==> config.mk <==
export PLATFORM = sky130hd
export DESIGN_NAME = one_wire_eeprom_access_sequencer_top
export DESIGN_NICKNAME = d
export VERILOG_FILES = /design/src/rtl/core/owe_pkg.sv /design/src/rtl/core/owe_datapath.sv /design/src/rtl/core/owe_ctrl.sv /design/src/rtl/core/one_wire_eeprom_access_sequencer_top.sv
export SDC_FILE = /design/constraint.sdc
export NUM_CORES = 1
export LEC_CHECK = 0
export ABC_AREA = 1
export BUFFER_PORTS_ARGS = -buffer_cell sky130_fd_sc_hd__buf_2
export CAP_MARGIN = 20
export CORE_AREA = 5 5 164 166
export DETAILED_ROUTE_END_ITERATION = 7
export DIE_AREA = 0 0 169 171
export GPL_TIMING_DRIVEN = 0
export PLACE_DENSITY = 0.57
export SLEW_MARGIN = 20
export SYNTH_ARGS = -nofsm -noshare
export SYNTH_HDL_FRONTEND = slang
export SYNTH_HIERARCHICAL = 1
export SYNTH_SLANG_ARGS = --single-unit
==> constraint.sdc <==
create_clock -name clk -period 4.3 [get_ports clk]
set_input_delay 0.86 -clock clk [delete_from_list [all_inputs] [get_ports clk]]
set_output_delay 0.86 -clock clk [all_outputs]
set_load 0.005 [all_outputs]
==> src/rtl/core/owe_pkg.sv <==
// ----------------------------------------------------------------------------
// owe_pkg: shared definitions for the 1-Wire EEPROM access sequencer
// Function and operation codes, bus command bytes, controller types and the
// command and status bundles between the controller and the datapath.
// ----------------------------------------------------------------------------
package owe_pkg;

  localparam int ROW_BYTES_DEF = 8;
  // Index field width in the command bundle; covers rows of up to 32 bytes.
  localparam int IDX_W = 5;

  localparam logic [2:0] FUNC_START_W  = 3'd0;
  localparam logic [2:0] FUNC_WDATA    = 3'd1;
  localparam logic [2:0] FUNC_START_R  = 3'd2;
  localparam logic [2:0] FUNC_PRESENCE = 3'd3;
  localparam logic [2:0] FUNC_BUS_BYTE = 3'd4;

  localparam logic [2:0] OP_RESET = 3'd0;
  localparam logic [2:0] OP_WRITE = 3'd1;
  localparam logic [2:0] OP_READ  = 3'd2;
  localparam logic [2:0] OP_DATA  = 3'd3;
  localparam logic [2:0] OP_DONE  = 3'd4;
  localparam logic [2:0] OP_ERROR = 3'd5;

  localparam logic [1:0] ERR_RANGE    = 2'd0;
  localparam logic [1:0] ERR_PRESENCE = 2'd1;
  localparam logic [1:0] ERR_STATUS   = 2'd2;

  localparam logic [7:0] CMD_SKIP_ROM = 8'hCC;
  localparam logic [7:0] CMD_WRITE_SP = 8'h0F;
  localparam logic [7:0] CMD_READ_SP  = 8'hAA;
  localparam logic [7:0] CMD_COPY_SP  = 8'h55;
  localparam logic [7:0] CMD_READ_MEM = 8'hF0;
  localparam logic [7:0] STATUS_OK    = 8'h07;

  localparam logic [15:0] TOP_RESET = 16'h007F;

  typedef enum logic [2:0] {
    P_IDLE, P_WDATA, P_WPRES1, P_WPRES2, P_WSTAT, P_WPRES3, P_RPRES, P_RDATA
  } phase_t;

  typedef enum logic {
    C_IDLE, C_EMIT
  } ctl_state_t;

  typedef enum logic [3:0] {
    Q_ERR, Q_RESET, Q_WROW, Q_RSP, Q_READ, Q_COPY, Q_COPY_DONE, Q_RMEM,
    Q_RDATA_DONE, Q_RDATA_MORE
  } seq_t;

  typedef enum logic [3:0] {
    V_ZERO, V_SKIP, V_WSP, V_RSP, V_COPY, V_RMEM, V_ALO, V_AHI, V_ROW, V_STAT,
    V_BYTE
  } val_sel_t;

  typedef struct packed {
    logic             load_req;
    logic             store_row;
    logic             clr_sidx;
    logic             store_stat;
    logic             copy_adv;
    logic             rd_adv;
    logic             emit;
    logic [2:0]       op;
    val_sel_t         sel;
    logic [IDX_W-1:0] idx;
    logic [1:0]       err;
    logic             last;
  } dp_cmd_t;

  typedef struct packed {
    logic range_ok;
    logic row_done;
    logic rem_one;
    logic rem_zero;
    logic stat_last;
    logic stat_ok;
    logic slot_free;
  } dp_sts_t;

endpackage

==> src/rtl/core/owe_datapath.sv <==
// ----------------------------------------------------------------------------
// owe_datapath: address, count, row and status storage and result register
// Holds the request state and row buffer, forms each result byte and keeps
// the registered result beat.
// ----------------------------------------------------------------------------
module owe_datapath import owe_pkg::*; #(
  parameter int ROW_BYTES = ROW_BYTES_DEF
) (
  input  logic        clk,
  input  logic        rst_n,
  input  dp_cmd_t     cmd,
  output dp_sts_t     sts,
  input  logic [15:0] in_address,
  input  logic [7:0]  in_length,
  input  logic [7:0]  in_data_byte,
  input  logic        cfg_wr,
  input  logic [15:0] cfg_data,
  input  logic        out_ready,
  output logic        out_valid,
  output logic [2:0]  out_op,
  output logic [7:0]  out_value,
  output logic [1:0]  out_error_code,
  output logic        out_last
);

  localparam int FILL_W    = $clog2(ROW_BYTES + 1);
  localparam int ROW_IDX_W = $clog2(ROW_BYTES);

  logic [15:0]          top_r, top_nxt;
  logic [15:0]          addr_r, addr_nxt;
  logic [7:0]           rem_r, rem_nxt;
  logic [FILL_W-1:0]    fill_r, fill_nxt;
  logic [7:0]           row_r [ROW_BYTES];
  logic [7:0]           stat_r [3];
  logic [1:0]           sidx_r, sidx_nxt;
  logic [7:0]           byte_r;
  logic                 out_valid_r, out_valid_nxt;
  logic [2:0]           out_op_r;
  logic [7:0]           out_value_r, value_nxt;
  logic [1:0]           out_err_r;
  logic                 out_last_r;
  logic [16:0]          end_addr;
  logic [ROW_IDX_W-1:0] row_sel;
  logic [ROW_IDX_W-1:0] wr_sel;
  logic [7:0]           row_val;

  assign end_addr = {1'b0, in_address} + {9'b0, in_length} - 17'd1;
  assign wr_sel   = fill_r[ROW_IDX_W-1:0];

  always_comb begin
    sts.range_ok  = (in_length != 8'd0) && (end_addr <= {1'b0, top_r});
    sts.row_done  = (fill_r == FILL_W'(ROW_BYTES - 1)) || (rem_r == 8'd1);
    sts.rem_one   = (rem_r == 8'd1);
    sts.rem_zero  = (rem_r == 8'd0);
    sts.stat_last = (sidx_r == 2'd2);
    sts.stat_ok   = (in_data_byte == STATUS_OK);
    sts.slot_free = !out_valid_r || out_ready;
  end

  // Row entries past the fill count go out as zero padding.
  assign row_sel = cmd.idx[ROW_IDX_W-1:0];
  assign row_val = (FILL_W'(row_sel) < fill_r) ? row_r[row_sel] : 8'h00;

  always_comb begin
    case (cmd.sel)
      V_SKIP:  value_nxt = CMD_SKIP_ROM;
      V_WSP:   value_nxt = CMD_WRITE_SP;
      V_RSP:   value_nxt = CMD_READ_SP;
      V_COPY:  value_nxt = CMD_COPY_SP;
      V_RMEM:  value_nxt = CMD_READ_MEM;
      V_ALO:   value_nxt = addr_r[7:0];
      V_AHI:   value_nxt = addr_r[15:8];
      V_ROW:   value_nxt = row_val;
      V_STAT:  value_nxt = stat_r[cmd.idx[1:0]];
      V_BYTE:  value_nxt = byte_r;
      default: value_nxt = 8'h00;
    endcase
  end

  always_comb begin
    top_nxt  = cfg_wr ? cfg_data : top_r;
    addr_nxt = addr_r;
    rem_nxt  = rem_r;
    fill_nxt = fill_r;
    sidx_nxt = sidx_r;
    if (cmd.load_req) begin
      addr_nxt = in_address;
      rem_nxt  = in_length;
      fill_nxt = '0;
    end
    if (cmd.store_row) begin
      fill_nxt = fill_r + FILL_W'(1);
      rem_nxt  = rem_r - 8'd1;
    end
    if (cmd.copy_adv) begin
      addr_nxt = addr_r + 16'(ROW_BYTES);
      fill_nxt = '0;
    end
    if (cmd.rd_adv) begin
      addr_nxt = addr_r + 16'd1;
      rem_nxt  = rem_r - 8'd1;
    end
    if (cmd.clr_sidx) begin
      sidx_nxt = 2'd0;
    end else if (cmd.store_stat) begin
      sidx_nxt = sidx_r + 2'd1;
    end
    if (cmd.emit) begin
      out_valid_nxt = 1'b1;
    end else if (out_ready) begin
      out_valid_nxt = 1'b0;
    end else begin
      out_valid_nxt = out_valid_r;
    end
  end

  always_ff @(posedge clk) begin
    if (!rst_n) begin
      top_r       <= TOP_RESET;
      addr_r      <= '0;
      rem_r       <= '0;
      fill_r      <= '0;
      sidx_r      <= '0;
      out_valid_r <= 1'b0;
    end else begin
      top_r       <= top_nxt;
      addr_r      <= addr_nxt;
      rem_r       <= rem_nxt;
      fill_r      <= fill_nxt;
      sidx_r      <= sidx_nxt;
      out_valid_r <= out_valid_nxt;
    end
  end

  always_ff @(posedge clk) begin
    if (cmd.store_row) begin
      row_r[wr_sel] <= in_data_byte;
    end
    if (cmd.store_stat) begin
      stat_r[sidx_r] <= in_data_byte;
    end
    if (cmd.rd_adv) begin
      byte_r <= in_data_byte;
    end
    if (cmd.emit) begin
      out_op_r    <= cmd.op;
      out_value_r <= value_nxt;
      out_err_r   <= cmd.err;
      out_last_r  <= cmd.last;
    end
  end

  assign out_valid      = out_valid_r;
  assign out_op         = out_op_r;
  assign out_value      = out_value_r;
  assign out_error_code = out_err_r;
  assign out_last       = out_last_r;

endmodule

==> src/rtl/core/owe_ctrl.sv <==
// ----------------------------------------------------------------------------
// owe_ctrl: protocol phase tracking and result sequencing
// Decodes each accepted input beat against the protocol phase and steps
// through the resulting bus sequence, one result beat per cycle unless stalled.
// ----------------------------------------------------------------------------
module owe_ctrl import owe_pkg::*; #(
  parameter int ROW_BYTES = ROW_BYTES_DEF
) (
  input  logic       clk,
  input  logic       rst_n,
  input  logic       in_valid,
  output logic       in_ready,
  input  logic [2:0] in_func,
  input  logic       in_line_level,
  input  dp_sts_t    sts,
  output dp_cmd_t    cmd
);

  localparam int CNT_W = $clog2(ROW_BYTES + 5);

  ctl_state_t       state_r, state_nxt;
  phase_t           phase_r, phase_nxt;
  seq_t             seq_r, seq_nxt;
  logic [CNT_W-1:0] cnt_r, cnt_nxt;
  logic [1:0]       err_r, err_nxt;

  logic     accept;
  logic     dec_emit;
  seq_t     dec_seq;
  phase_t   dec_phase;
  logic [1:0] dec_err;
  logic     dec_load, dec_store_row, dec_clr_sidx, dec_store_stat;
  logic     dec_copy_adv, dec_rd_adv;

  logic [2:0]       st_op;
  val_sel_t         st_sel;
  logic [IDX_W-1:0] st_idx;
  logic             st_last;

  assign accept = in_valid && (state_r == C_IDLE);

  // Decode of one input beat in the current phase.
  always_comb begin
    dec_emit       = 1'b0;
    dec_seq        = Q_ERR;
    dec_phase      = phase_r;
    dec_err        = ERR_RANGE;
    dec_load       = 1'b0;
    dec_store_row  = 1'b0;
    dec_clr_sidx   = 1'b0;
    dec_store_stat = 1'b0;
    dec_copy_adv   = 1'b0;
    dec_rd_adv     = 1'b0;
    case (in_func)
      FUNC_START_W, FUNC_START_R: begin
        if (!sts.range_ok) begin
          dec_emit  = 1'b1;
          dec_seq   = Q_ERR;
          dec_err   = ERR_RANGE;
          dec_phase = P_IDLE;
        end else begin
          dec_load = 1'b1;
          if (in_func == FUNC_START_W) begin
            dec_phase = P_WDATA;
          end else begin
            dec_emit  = 1'b1;
            dec_seq   = Q_RESET;
            dec_phase = P_RPRES;
          end
        end
      end
      FUNC_WDATA: begin
        if (phase_r == P_WDATA) begin
          dec_store_row = 1'b1;
          if (sts.row_done) begin
            dec_emit  = 1'b1;
            dec_seq   = Q_RESET;
            dec_phase = P_WPRES1;
          end
        end
      end
      FUNC_PRESENCE: begin
        if (phase_r inside {P_WPRES1, P_WPRES2, P_WPRES3, P_RPRES}) begin
          dec_emit = 1'b1;
          if (in_line_level) begin
            dec_seq   = Q_ERR;
            dec_err   = ERR_PRESENCE;
            dec_phase = P_IDLE;
          end else begin
            case (phase_r)
              P_WPRES1: begin
                dec_seq   = Q_WROW;
                dec_phase = P_WPRES2;
              end
              P_WPRES2: begin
                dec_clr_sidx = 1'b1;
                dec_seq      = Q_RSP;
                dec_phase    = P_WSTAT;
              end
              P_WPRES3: begin
                dec_copy_adv = 1'b1;
                if (sts.rem_zero) begin
                  dec_seq   = Q_COPY_DONE;
                  dec_phase = P_IDLE;
                end else begin
                  dec_seq   = Q_COPY;
                  dec_phase = P_WDATA;
                end
              end
              default: begin
                dec_seq   = Q_RMEM;
                dec_phase = P_RDATA;
              end
            endcase
          end
        end
      end
      FUNC_BUS_BYTE: begin
        if (phase_r == P_WSTAT) begin
          dec_store_stat = 1'b1;
          dec_emit       = 1'b1;
          if (!sts.stat_last) begin
            dec_seq = Q_READ;
          end else begin
            dec_clr_sidx = 1'b1;
            if (!sts.stat_ok) begin
              dec_seq   = Q_ERR;
              dec_err   = ERR_STATUS;
              dec_phase = P_IDLE;
            end else begin
              dec_seq   = Q_RESET;
              dec_phase = P_WPRES3;
            end
          end
        end else if (phase_r == P_RDATA) begin
          dec_rd_adv = 1'b1;
          dec_emit   = 1'b1;
          if (sts.rem_one) begin
            dec_seq   = Q_RDATA_DONE;
            dec_phase = P_IDLE;
          end else begin
            dec_seq = Q_RDATA_MORE;
          end
        end
      end
      default: ;
    endcase
  end

  // One step of the running sequence.
  always_comb begin
    st_op   = OP_WRITE;
    st_sel  = V_ZERO;
    st_idx  = '0;
    st_last = 1'b0;
    case (seq_r)
      Q_ERR: begin
        st_op   = OP_ERROR;
        st_last = 1'b1;
      end
      Q_RESET: begin
        st_op   = OP_RESET;
        st_last = 1'b1;
      end
      Q_WROW: begin
        if (cnt_r == CNT_W'(0)) begin
          st_sel = V_SKIP;
        end else if (cnt_r == CNT_W'(1)) begin
          st_sel = V_WSP;
        end else if (cnt_r == CNT_W'(2)) begin
          st_sel = V_ALO;
        end else if (cnt_r == CNT_W'(3)) begin
          st_sel = V_AHI;
        end else if (cnt_r == CNT_W'(ROW_BYTES + 4)) begin
          st_op   = OP_RESET;
          st_last = 1'b1;
        end else begin
          st_sel = V_ROW;
          st_idx = IDX_W'(cnt_r - CNT_W'(4));
        end
      end
      Q_RSP: begin
        if (cnt_r == CNT_W'(0)) begin
          st_sel = V_SKIP;
        end else if (cnt_r == CNT_W'(1)) begin
          st_sel = V_RSP;
        end else begin
          st_op   = OP_READ;
          st_last = 1'b1;
        end
      end
      Q_READ: begin
        st_op   = OP_READ;
        st_last = 1'b1;
      end
      Q_COPY, Q_COPY_DONE: begin
        if (cnt_r == CNT_W'(0)) begin
          st_sel = V_SKIP;
        end else if (cnt_r == CNT_W'(1)) begin
          st_sel = V_COPY;
        end else if (cnt_r == CNT_W'(5)) begin
          st_op   = OP_DONE;
          st_last = 1'b1;
        end else begin
          st_sel  = V_STAT;
          st_idx  = IDX_W'(cnt_r - CNT_W'(2));
          st_last = (seq_r == Q_COPY) && (cnt_r == CNT_W'(4));
        end
      end
      Q_RMEM: begin
        if (cnt_r == CNT_W'(0)) begin
          st_sel = V_SKIP;
        end else if (cnt_r == CNT_W'(1)) begin
          st_sel = V_RMEM;
        end else if (cnt_r == CNT_W'(2)) begin
          st_sel = V_ALO;
        end else if (cnt_r == CNT_W'(3)) begin
          st_sel = V_AHI;
        end else begin
          st_op   = OP_READ;
          st_last = 1'b1;
        end
      end
      Q_RDATA_DONE, Q_RDATA_MORE: begin
        if (cnt_r == CNT_W'(0)) begin
          st_op  = OP_DATA;
          st_sel = V_BYTE;
        end else begin
          st_op   = (seq_r == Q_RDATA_DONE) ? OP_DONE : OP_READ;
          st_last = 1'b1;
        end
      end
      default: ;
    endcase
  end

  always_comb begin
    state_nxt = state_r;
    phase_nxt = phase_r;
    seq_nxt   = seq_r;
    cnt_nxt   = cnt_r;
    err_nxt   = err_r;
    case (state_r)
      C_IDLE: begin
        if (in_valid) begin
          phase_nxt = dec_phase;
          if (dec_emit) begin
            state_nxt = C_EMIT;
            seq_nxt   = dec_seq;
            cnt_nxt   = '0;
            err_nxt   = dec_err;
          end
        end
      end
      C_EMIT: begin
        if (sts.slot_free) begin
          if (st_last) begin
            state_nxt = C_IDLE;
          end else begin
            cnt_nxt = cnt_r + CNT_W'(1);
          end
        end
      end
      default: state_nxt = C_IDLE;
    endcase
  end

  always_comb begin
    in_ready       = (state_r == C_IDLE);
    cmd.load_req   = accept && dec_load;
    cmd.store_row  = accept && dec_store_row;
    cmd.clr_sidx   = accept && dec_clr_sidx;
    cmd.store_stat = accept && dec_store_stat;
    cmd.copy_adv   = accept && dec_copy_adv;
    cmd.rd_adv     = accept && dec_rd_adv;
    cmd.emit       = (state_r == C_EMIT) && sts.slot_free;
    cmd.op         = st_op;
    cmd.sel        = st_sel;
    cmd.idx        = st_idx;
    cmd.err        = (seq_r == Q_ERR) ? err_r : ERR_RANGE;
    cmd.last       = st_last;
  end

  always_ff @(posedge clk) begin
    if (!rst_n) begin
      state_r <= C_IDLE;
      phase_r <= P_IDLE;
      seq_r   <= Q_ERR;
      cnt_r   <= '0;
      err_r   <= ERR_RANGE;
    end else begin
      state_r <= state_nxt;
      phase_r <= phase_nxt;
      seq_r   <= seq_nxt;
      cnt_r   <= cnt_nxt;
      err_r   <= err_nxt;
    end
  end

  a_start_w_waits: assert property (@(posedge clk) disable iff (!rst_n)
    (accept && in_func == FUNC_START_W && sts.range_ok)
      |=> (state_r == C_IDLE && phase_r == P_WDATA))
    else $error("accepted write request did not wait for data");

  a_err_idle: assert property (@(posedge clk) disable iff (!rst_n)
    (state_r == C_EMIT && seq_r == Q_ERR) |-> (phase_r == P_IDLE))
    else $error("error sequence with protocol still active");

  a_done_idle: assert property (@(posedge clk) disable iff (!rst_n)
    (state_r == C_EMIT && (seq_r == Q_COPY_DONE || seq_r == Q_RDATA_DONE))
      |-> (phase_r == P_IDLE))
    else $error("done sequence with protocol still active");

  a_cnt_bound: assert property (@(posedge clk) disable iff (!rst_n)
    (state_r == C_EMIT) |-> (cnt_r <= CNT_W'(ROW_BYTES + 4)))
    else $error("sequence step counter out of range");

endmodule

==> src/rtl/core/one_wire_eeprom_access_sequencer_top.sv <==
// ----------------------------------------------------------------------------
// one_wire_eeprom_access_sequencer_top: 1-Wire EEPROM byte command sequencer
// Each input beat is taken while the controller is idle; its results then
// leave one beat per cycle through a registered output stage while the
// output does not stall, and the input stays closed until the last one is
// issued. The longest case is the scratchpad row write, ROW_BYTES + 5
// results, paced by the sequence step counter. Beats that cause no result
// are taken every cycle. The top address register may be written at any
// time the block is idle and is taken in the cycle it is offered.
// ----------------------------------------------------------------------------
module one_wire_eeprom_access_sequencer_top import owe_pkg::*; #(
  parameter int ROW_BYTES = ROW_BYTES_DEF
) (
  input  logic        clk,
  input  logic        rst_n,
  input  logic        in_valid,
  output logic        in_ready,
  input  logic [2:0]  in_func,
  input  logic [15:0] in_address,
  input  logic [7:0]  in_length,
  input  logic [7:0]  in_data_byte,
  input  logic        in_line_level,
  output logic        out_valid,
  input  logic        out_ready,
  output logic [2:0]  out_op,
  output logic [7:0]  out_value,
  output logic [1:0]  out_error_code,
  output logic        out_last,
  input  logic        cfg_valid,
  output logic        cfg_ready,
  input  logic [15:0] cfg_data
);

  dp_cmd_t cmd;
  dp_sts_t sts;

  assign cfg_ready = 1'b1;

  owe_ctrl #(
    .ROW_BYTES(ROW_BYTES)
  ) u_ctrl (
    .clk          (clk),
    .rst_n        (rst_n),
    .in_valid     (in_valid),
    .in_ready     (in_ready),
    .in_func      (in_func),
    .in_line_level(in_line_level),
    .sts          (sts),
    .cmd          (cmd)
  );

  owe_datapath #(
    .ROW_BYTES(ROW_BYTES)
  ) u_datapath (
    .clk           (clk),
    .rst_n         (rst_n),
    .cmd           (cmd),
    .sts           (sts),
    .in_address    (in_address),
    .in_length     (in_length),
    .in_data_byte  (in_data_byte),
    .cfg_wr        (cfg_valid),
    .cfg_data      (cfg_data),
    .out_ready     (out_ready),
    .out_valid     (out_valid),
    .out_op        (out_op),
    .out_value     (out_value),
    .out_error_code(out_error_code),
    .out_last      (out_last)
  );

endmodule

==> results of run 1 <==
==> routing by layer <==
| metal | up-vias | share of wire (%) | track usage (%) |
|---|---|---|---|
| met5 | - | 0 | 0 |
| met1 | 3979 | 46 | 25.7 |
| met2 | 246 | 48 | 30.8 |
| met3 | 25 | 4.8 | 2.70 |
| li1 | 4313 | - | - |
| met4 | 0 | 1.2 | 4.10 |
==> critical path, delay by kind of cell <==
family,cells,cell delay [ps]
AND/OR/NAND/NOR,13,1190
AO/OA/AOI/OAI,7,1040
adder cells (fa/ha/maj),4,910
buffers and inverters,5,440
==> power by group through the flow <==
stage                     Combinational, mW  Sequential, mW  Clock [mW]
after floorplan                       0.373            1.83           0
final                                 0.624            1.80        1.57
after CTS                             0.550            1.80        1.61
after detailed placement              0.532            1.83           0
after global routing                  0.707            1.80        1.68
after global placement                0.526            1.83           0
==> through the flow <==
stage / TNS, ps / power [mW] / setup WS [ps] / hold slack, ps / utilization [%]
5_1_grt: -24.6 / 4.19 / -21.3 / 493 / 46.1
6_report: 0 / 3.99 / 202 / 460 / 46.1
3_5_place_dp: -27100 / 2.37 / -932 / 453 / 41.9
2_1_floorplan: 0 / 2.20 / 49.8 / 430 / -
4_1_cts: 0 / 3.95 / 13.1 / 466 / 44.5
3_3_place_gp: -27240 / 2.36 / -942 / 449 / 41.9
==> area by class of cell <==
class | instances | area (um^2) | share of cell area (%)
well taps | 335 | 419 | 3.57
repair buffers | 84 | 480 | 4.10
clock buffers | 17 | 425 | 3.63
clock inverters | 15 | 186 | 1.59
plain buffers | 29 | 168 | 1.43
flip-flops and latches | 171 | 4520 | 38.6
multi-input cells | 834 | 4860 | 41.4
inverters | 172 | 668 | 5.69
==> path summary, 6_finish.rpt <==
kind,from,to,slack [ps],depth (start not counted)
max,in_address[1],u_datapath/rem_r[2],200,29
max reg2reg,u_ctrl/cnt_r[0],u_datapath/out_value[1],510,13
min reg2reg,u_ctrl/err_r[1],u_ctrl/err_r[1],460,2
min,u_ctrl/err_r[1],u_ctrl/err_r[1],460,2
==> registers in the layout (all words and copies together) (netlist names) <==
signal	cells
u_datapath/row_r	64
u_datapath/out_value	8
u_ctrl/err_r	2
u_datapath/addr_r	16
u_datapath/byte_r	8
u_ctrl/state_r	1
u_ctrl/phase_r	3
u_datapath/out_last	1
u_datapath/stat_r	24
u_datapath/fill_r	4
u_datapath/out_error_code	2
u_datapath/out_op	3
u_datapath/rem_r	8
u_datapath/top_r	16
u_ctrl/seq_r	4
u_datapath/sidx_r	2
u_datapath/out_valid	1
u_ctrl/cnt_r	4
==> repair_timing <==
| action | CTS | global route |
|---|---|---|
| setup buffers | 4 | 7 |
| endpoints found under the setup margin | 39 | 39 |
| gates resized for setup | 11 | 84 |
| pin swaps | 3 | 30 |
==> flow_summary.ini, run 1 <==
[finish]
fill_cells = 2519
nNetsFinal = 1423
synthToLayoutAreaGrowth_pct = 18.8
mostFrequentLayoutCells = 212 x nand2_1, 145 x inv_1, 141 x nor2_1
final_cell_area_mm2 = 0.0117
diodes = 0
final_common_cell = nand2_1
drive_gt1_share_pct = 17.2
fin_cells = 1657

[clocking]
cts_buffers = 17
cts_root_buf = clkbuf_16
cts_buffer_depth = 2
cts_tree = done
ctsHtreeMaxLevel = 4
cts.clk_slew.worst_paths_ps = 70
cts.sinks = 171
clk_latency_ps = 440
cts_hold_buf = 0

[sta]
fin_skew_ps = 18.0
worstMarginPinSlew_ps = 1110
finalCritPeriodShare_pct = 95.3
timing.final.max_slew_violations = 0
fmax_mhz = 244
finalHoldViolCount = 0
slew_headroom_pct = 25.1
period_minus_slack_ps = 4100
setup_viol = 0

[placement]
place_area_mm2 = 0.0107
place.gp.congestion = 0.897
dp_cells = 1613
io_buffers = 72
dpl.hpwl_um = 20200

[die]
core_mm2 = 0.0255
dieHeight_um = 171
die_area_mm2 = 0.0289
floorplan.die.width_um = 169
start_util_pct = 38.8
pin_count = 74
row_count = 59

[power_and_ir_drop]
internal_power_mw = 2.82
switching_power_mw = 1.17
swShare_pct = 29.3
sequentialPowerShare_pct = 45.0
p_comb_share_pct = 15.6
clockPowerShare_pct = 39.3
peakVddDrop_mv = 0.251
powerDensity_mw_per_mm2 = 340
leakagePower_nw = 4.70

[drt]
ant_nets = 0
drc = 0
routed_wl_um = 27200
wl_per_cell_um = 16.4
first_pass_iters = 5
viasPerCell = 5.17
vias = 8563
first_iter_violations = 586

[synth]
postSynthAreaPerCell_um2 = 8.19
yosysWarnings = 6
postSynthCellCount = 1206
syn-num-nets = 1320
netlist_area_mm2 = 0.00988

[grt]
grt_max_degree = 21
grt_pass1_wl_um = 42400
grtUsageTotal_pct = 18.5
grt_pass1_vias = 8126
gr-total-overflow = 0
grt_antenna_before_repair = 0

[critical_path]
critPathArrivalTime_ps = 4460
required_ps = 4660
end_kind = flip-flop
cp-start-kind = primary input
worstPathMaxFanout = 7
crit_type = in -> reg
slowest_stage = fa_2
slowest_delay_ps = 390
crit_top_cell = nand2_1

[run_status]
run_status = finished, final reports clean

[min_path]
hp-class = reg -> reg

[run]
maxCapViolCount = 0
Power figures use the tool's default switching activity.
==> inputs of run 2 (changes only) <==
--- a/config.mk
+++ b/config.mk
@@ -7,5 +7,5 @@
 export LEC_CHECK = 0
 export ABC_AREA = 1
-export BUFFER_PORTS_ARGS = -buffer_cell sky130_fd_sc_hd__buf_2
+export BUFFER_PORTS_ARGS = -buffer_cell sky130_fd_sc_hd__buf_4
 export CAP_MARGIN = 20
 export CORE_AREA = 5 5 164 166
==> constraint.sdc (replaced) <==
create_clock -name clk -period 4.3 [get_ports clk]
set_input_delay 0.215 -clock clk [delete_from_list [all_inputs] [get_ports clk]]
set_output_delay 0.215 -clock clk [all_outputs]
set_load 0.005 [all_outputs]
==> run 2 against run 1 <==
Effect of this change: final area shrank 1.1%; largest cell class unchanged; total power down 0.75%; clock power barely moved.
==> flow_summary.ini, run 2 (synthesis results as in run 1) <==
[placement]
dpl_worst_slack_ps = -694
dp_cells = 1613
place_area_mm2 = 0.0108
dpl.hpwl_um = 20300
place.gp.congestion = 0.921
io_buffers = 72

[critical_path]
crit_top_cell = nand2_1
required_ps = 4660
slowest_delay_ps = 420
worstPathMaxFanout = 10
slowest_stage = fa_1
end_kind = flip-flop
crit_type = in -> reg
cp-start-kind = primary input
critPathArrivalTime_ps = 4240

[drt]
vias = 8621
wl_met1_um = 12300
wl_per_cell_um = 16.4
first_pass_iters = 6
first_iter_violations = 529
ant_nets = 0
viasPerCell = 5.21
dr_wl_met3_um = 1410
dr_wl_met2_um = 12800
routed_wl_um = 27100
dr.max_layer_used = met4
drc = 0

[finish]
final_cell_area_mm2 = 0.0116
reg_top3 = u_datapath/row_r: 64 flops, u_datapath/stat_r: 24 flops
largest_reg_flops = 64
drive_gt1_share_pct = 12.9
nNetsFinal = 1422
final_common_cell = nand2_1
fill_cells = 2551
diodes = 0
regMostFlops = u_datapath/row_r
mostFrequentLayoutCells = 224 x nand2_1, 160 x inv_1, 141 x nor2_1
synthToLayoutAreaGrowth_pct = 17.5
fin_cells = 1656

[grt]
grt_antenna_before_repair = 0
gr-total-overflow = 0
grtUsageTotal_pct = 18.6
grt_pass1_wl_um = 42800
grt_max_degree = 22
grt_pass1_vias = 8227

[die]
row_count = 59
floorplan.die.width_um = 169
dieHeight_um = 171
core_mm2 = 0.0255
start_util_pct = 38.8
pin_count = 74
die_area_mm2 = 0.0289

[clocking]
cts_buffer_depth = 2
cts_tree = done
clk_latency_ps = 440
cts.sinks = 171
cts.clk_slew.worst_paths_ps = 70
ctsHtreeMaxLevel = 4
cts_buffers = 17
cts_root_buf = clkbuf_16

[power_and_ir_drop]
finalPower_mw = 3.96
powerDensity_mw_per_mm2 = 341
peakVddDrop_mv = 0.241
leakagePower_nw = 4.72

[sta]
fmax_mhz = 258
slew_headroom_pct = 28.1
worstMarginPinSlew_ps = 1070
setup_viol = 0
timing.final.max_slew_violations = 0
setup_slack_ps = 421
fin_skew_ps = 15.1
finalCritPeriodShare_pct = 90.2
period_minus_slack_ps = 3880
finalHoldViolCount = 0

[run]
maxCapViolCount = 0

[min_path]
hp-class = in -> reg

[run_status]
run_status = finished, final reports clean
-- run 2: cell count changes in the layout (fill, tap and decap cells not counted), sizes merged --
cell         delta
inv             +1
clkinv          -1
clkbuf          +1
dlygate4sd3     +7
buf             -9
-- run 2: path summary, 6_finish.rpt --
check | cells after the start | start | slack, ps | to
min | 3 | cfg_valid | 40 | u_datapath/top_r[2]
max | 28 | in_address[1] | 420 | u_datapath/addr_r[9]
max reg2reg | 12 | u_ctrl/cnt_r[1] | 480 | u_datapath/out_value[7]
min reg2reg | 2 | u_datapath/top_r[15] | 460 | u_datapath/top_r[15]
-- run 2: metal layers --
layer,track usage (%),vias up
met4,5.85,0
met1,24.9,4061
met2,31.0,226
met3,3.30,38
met5,0,-
li1,-,4296
-- run 2: metrics by stage --
step / utilization [%] / hold slack (ps) / TNS, ps
global route: 45.6 / 50.8 / -7.24
floorplan: - / 314 / 0
finish: 45.6 / 37.0 / 0
CTS: 45.3 / 25.8 / 0
detailed placement: 42.6 / 437 / -11930
global placement: 42.6 / 428 / -10920
-- run 2: power breakdown --
part	internal, mW	leakage (nW)	switching [mW]	total (mW)
Sequential	1.77	1.50	0.0221	1.80
Combinational	0.220	2.93	0.346	0.566
Clock	0.803	0.302	0.793	1.60
-- run 2: area by class of cell --
class / instances / area, um^2 / area share [%]
multi-input cells: 834 / 4590 / 39.6
flip-flops and latches: 171 / 4520 / 39.0
inverters: 172 / 646 / 5.56
repair buffers: 83 / 641 / 5.52
clock buffers: 17 / 425 / 3.67
well taps: 335 / 419 / 3.61
clock inverters: 15 / 199 / 1.71
plain buffers: 29 / 156 / 1.35
-- run 2: what timing repair did --
action,CTS,global route
setup buffers,0,3
pin swaps,0,2
hold buffers,7,0
resized for setup,1,6
endpoints found under the setup margin,17,25
endpoints found under the hold margin,7,0
-- run 2: critical path: cells and delay by family --
family	cells	cell delay (ps)
fa+ha+maj	4	1110
buf+inv	6	640
simple gates	11	1110
compound gates	7	1130
==> inputs of run 3 (changes only) <==
- BUFFER_PORTS_ARGS: -buffer_cell sky130_fd_sc_hd__buf_4 -> -buffer_cell sky130_fd_sc_hd__buf_2
==> run 3 against run 2 <==
Effect of this change: total power down 1.1%; fmax decreased by 2.0%; clock skew rose by 2.5 ps; clock power hardly changed; sequential share of layout area is 0.69 points higher; non-clock buffer count down 1; final area fell by 1.7%; hold slack improved by 22 ps; critical path depth unchanged; critical path type unchanged; largest power group unchanged; highest routed layer unchanged.
==> flow_summary.ini, run 3 (synthesis results as in run 1) <==
[run_status]
run_status = finished, final reports clean

[critical_path]
cp-start-kind = primary input
end_kind = flip-flop
r2r_start = u_ctrl/cnt_r[0]
crit_type = in -> reg
worstPathMaxFanout = 10
required_ps = 4650
critPathArrivalTime_ps = 4310
crit_start = in_address[1]

[power_and_ir_drop]
leakagePower_nw = 4.65
powerDensity_mw_per_mm2 = 343
peakVddDrop_mv = 0.237

[die]
pin_count = 74
core_mm2 = 0.0255
die_area_mm2 = 0.0289
start_util_pct = 38.8
dieHeight_um = 171
floorplan.die.width_um = 169
row_count = 59

[placement]
place.gp.congestion = 0.896
dpl.hpwl_um = 20100
dpl_worst_slack_ps = -777
dp_cells = 1613
io_buffers = 72

[drt]
first_pass_iters = 5
first_iter_violations = 600
dr.max_layer_used = met4
wl_per_cell_um = 16.1
drc = 0
ant_nets = 0
dr_wl_met3_um = 1240
viasPerCell = 5.15
wl_met1_um = 12400
dr_wl_met2_um = 12500
routed_wl_um = 26700
vias = 8527

[finish]
drive_gt1_share_pct = 12.8
final_common_cell = nand2_1
synthToLayoutAreaGrowth_pct = 15.4
nNetsFinal = 1421
reg_top3 = u_datapath/row_r: 64 flops, u_datapath/stat_r: 24 flops
diodes = 0
largest_reg_flops = 64
fin_cells = 1655
regMostFlops = u_datapath/row_r
mostFrequentLayoutCells = 224 x nand2_1, 159 x inv_1, 142 x nor2_1

[clocking]
cts_buffer_depth = 2
cts.clk_slew.worst_paths_ps = 80
cts_buffers = 17
cts_tree = done
cts.sinks = 171
cts_root_buf = clkbuf_16
clk_latency_ps = 440
ctsHtreeMaxLevel = 4

[min_path]
hp-class = in -> reg
min_from = cfg_data[13]

[sta]
worstMarginPinSlew_ps = 1030
finalHoldViolCount = 0
period_minus_slack_ps = 3960
setup_slack_ps = 342
fmax_mhz = 253
timing.hold.ws_ps = 59.1
finalCritPeriodShare_pct = 92.0
tns_ps = 0
timing.final.max_slew_violations = 0
slew_headroom_pct = 31.3
setup_viol = 0
rsz0062_at_grt = false
fin_skew_ps = 17.6

[grt]
grt_antenna_before_repair = 0
grtUsageTotal_pct = 18.3
gr-total-overflow = 0
grt_pass1_vias = 8057
grt_max_degree = 21
grt_pass1_wl_um = 41800

[run]
maxCapViolCount = 0
## run 3: cell types whose count changed in the layout (fill, tap and decap cells not counted), sizes merged
cell / delta
clkbuf: -1
clkinv: -2
clkinvlp: +3
inv: -1
## run 3: cell type report
type / count / area (um^2)
inverters: 172 / 649
flip-flops and latches: 171 / 4520
fillers: 2530 / 14100
multi-input cells: 834 / 4590
plain buffers: 29 / 154
well taps: 335 / 419
clock inverters: 15 / 186
repair buffers: 82 / 453
clock buffers: 17 / 425
## run 3: final timing paths
path	endpoint	cells past startpoint	slack (ps)
max	u_datapath/addr_r[9]	28	340
min	u_datapath/top_r[13]	3	60
max reg2reg	u_datapath/out_value[6]	13	430
min reg2reg	u_datapath/top_r[7]	2	470
## run 3: stage by stage
| step | cell area [um^2] | total power [mW] | util [%] |
|---|---|---|---|
| floorplan | 9880 | 2.20 | - |
| detailed placement | 10700 | 2.36 | 41.9 |
| finish | 11400 | 3.92 | 44.8 |
| CTS | 11400 | 3.95 | 44.6 |
| global placement | 10700 | 2.36 | 41.9 |
| global route | 11400 | 4.10 | 44.8 |
## run 3: repair_timing
action / CTS / global route
setup endpoints to repair: 20 / 21
resized for setup: 2 / 6
buffers inserted: 0 / 3
cloned: 0 / 0
pin swaps: 0 / 2
endpoints found under the hold margin: 7 / 0
hold buffers: 7 / 0
## run 3: power by group
| group | internal, mW | switching [mW] | leakage (nW) | total, mW |
|---|---|---|---|---|
| Sequential | 1.77 | 0.0219 | 1.50 | 1.80 |
| Combinational | 0.204 | 0.343 | 2.86 | 0.547 |
| Clock | 0.798 | 0.775 | 0.291 | 1.57 |
## run 3: per-layer routing
layer | vias up | GRT usage [%]
met2 | 198 | 30.6
met5 | - | 0
met4 | 0 | 4.94
met3 | 22 | 3.05
met1 | 4001 | 24.7
li1 | 4306 | -
## run 3: critical path, cell delays in order
cell	delay, ps
buf_2	120
inv_1	70
ha_1	280
inv_1	60
ha_1	140
inv_1	70
fa_1	420
o21ai_2	210
a21boi_2	110
o21ai_1	190
nand2_1	90
nand3_1	80
nand2_1	60
ha_1	270
nand2_1	120
nor2_1	60
a211oi_1	160
nand2_1	80
nand2_1	50
nand2_1	80
a21oi_4	200
nand2_1	150
nor2_4	270
nor2_4	90
inv_2	130
buf_2	250
o21ai_0	140
a21oi_1	140
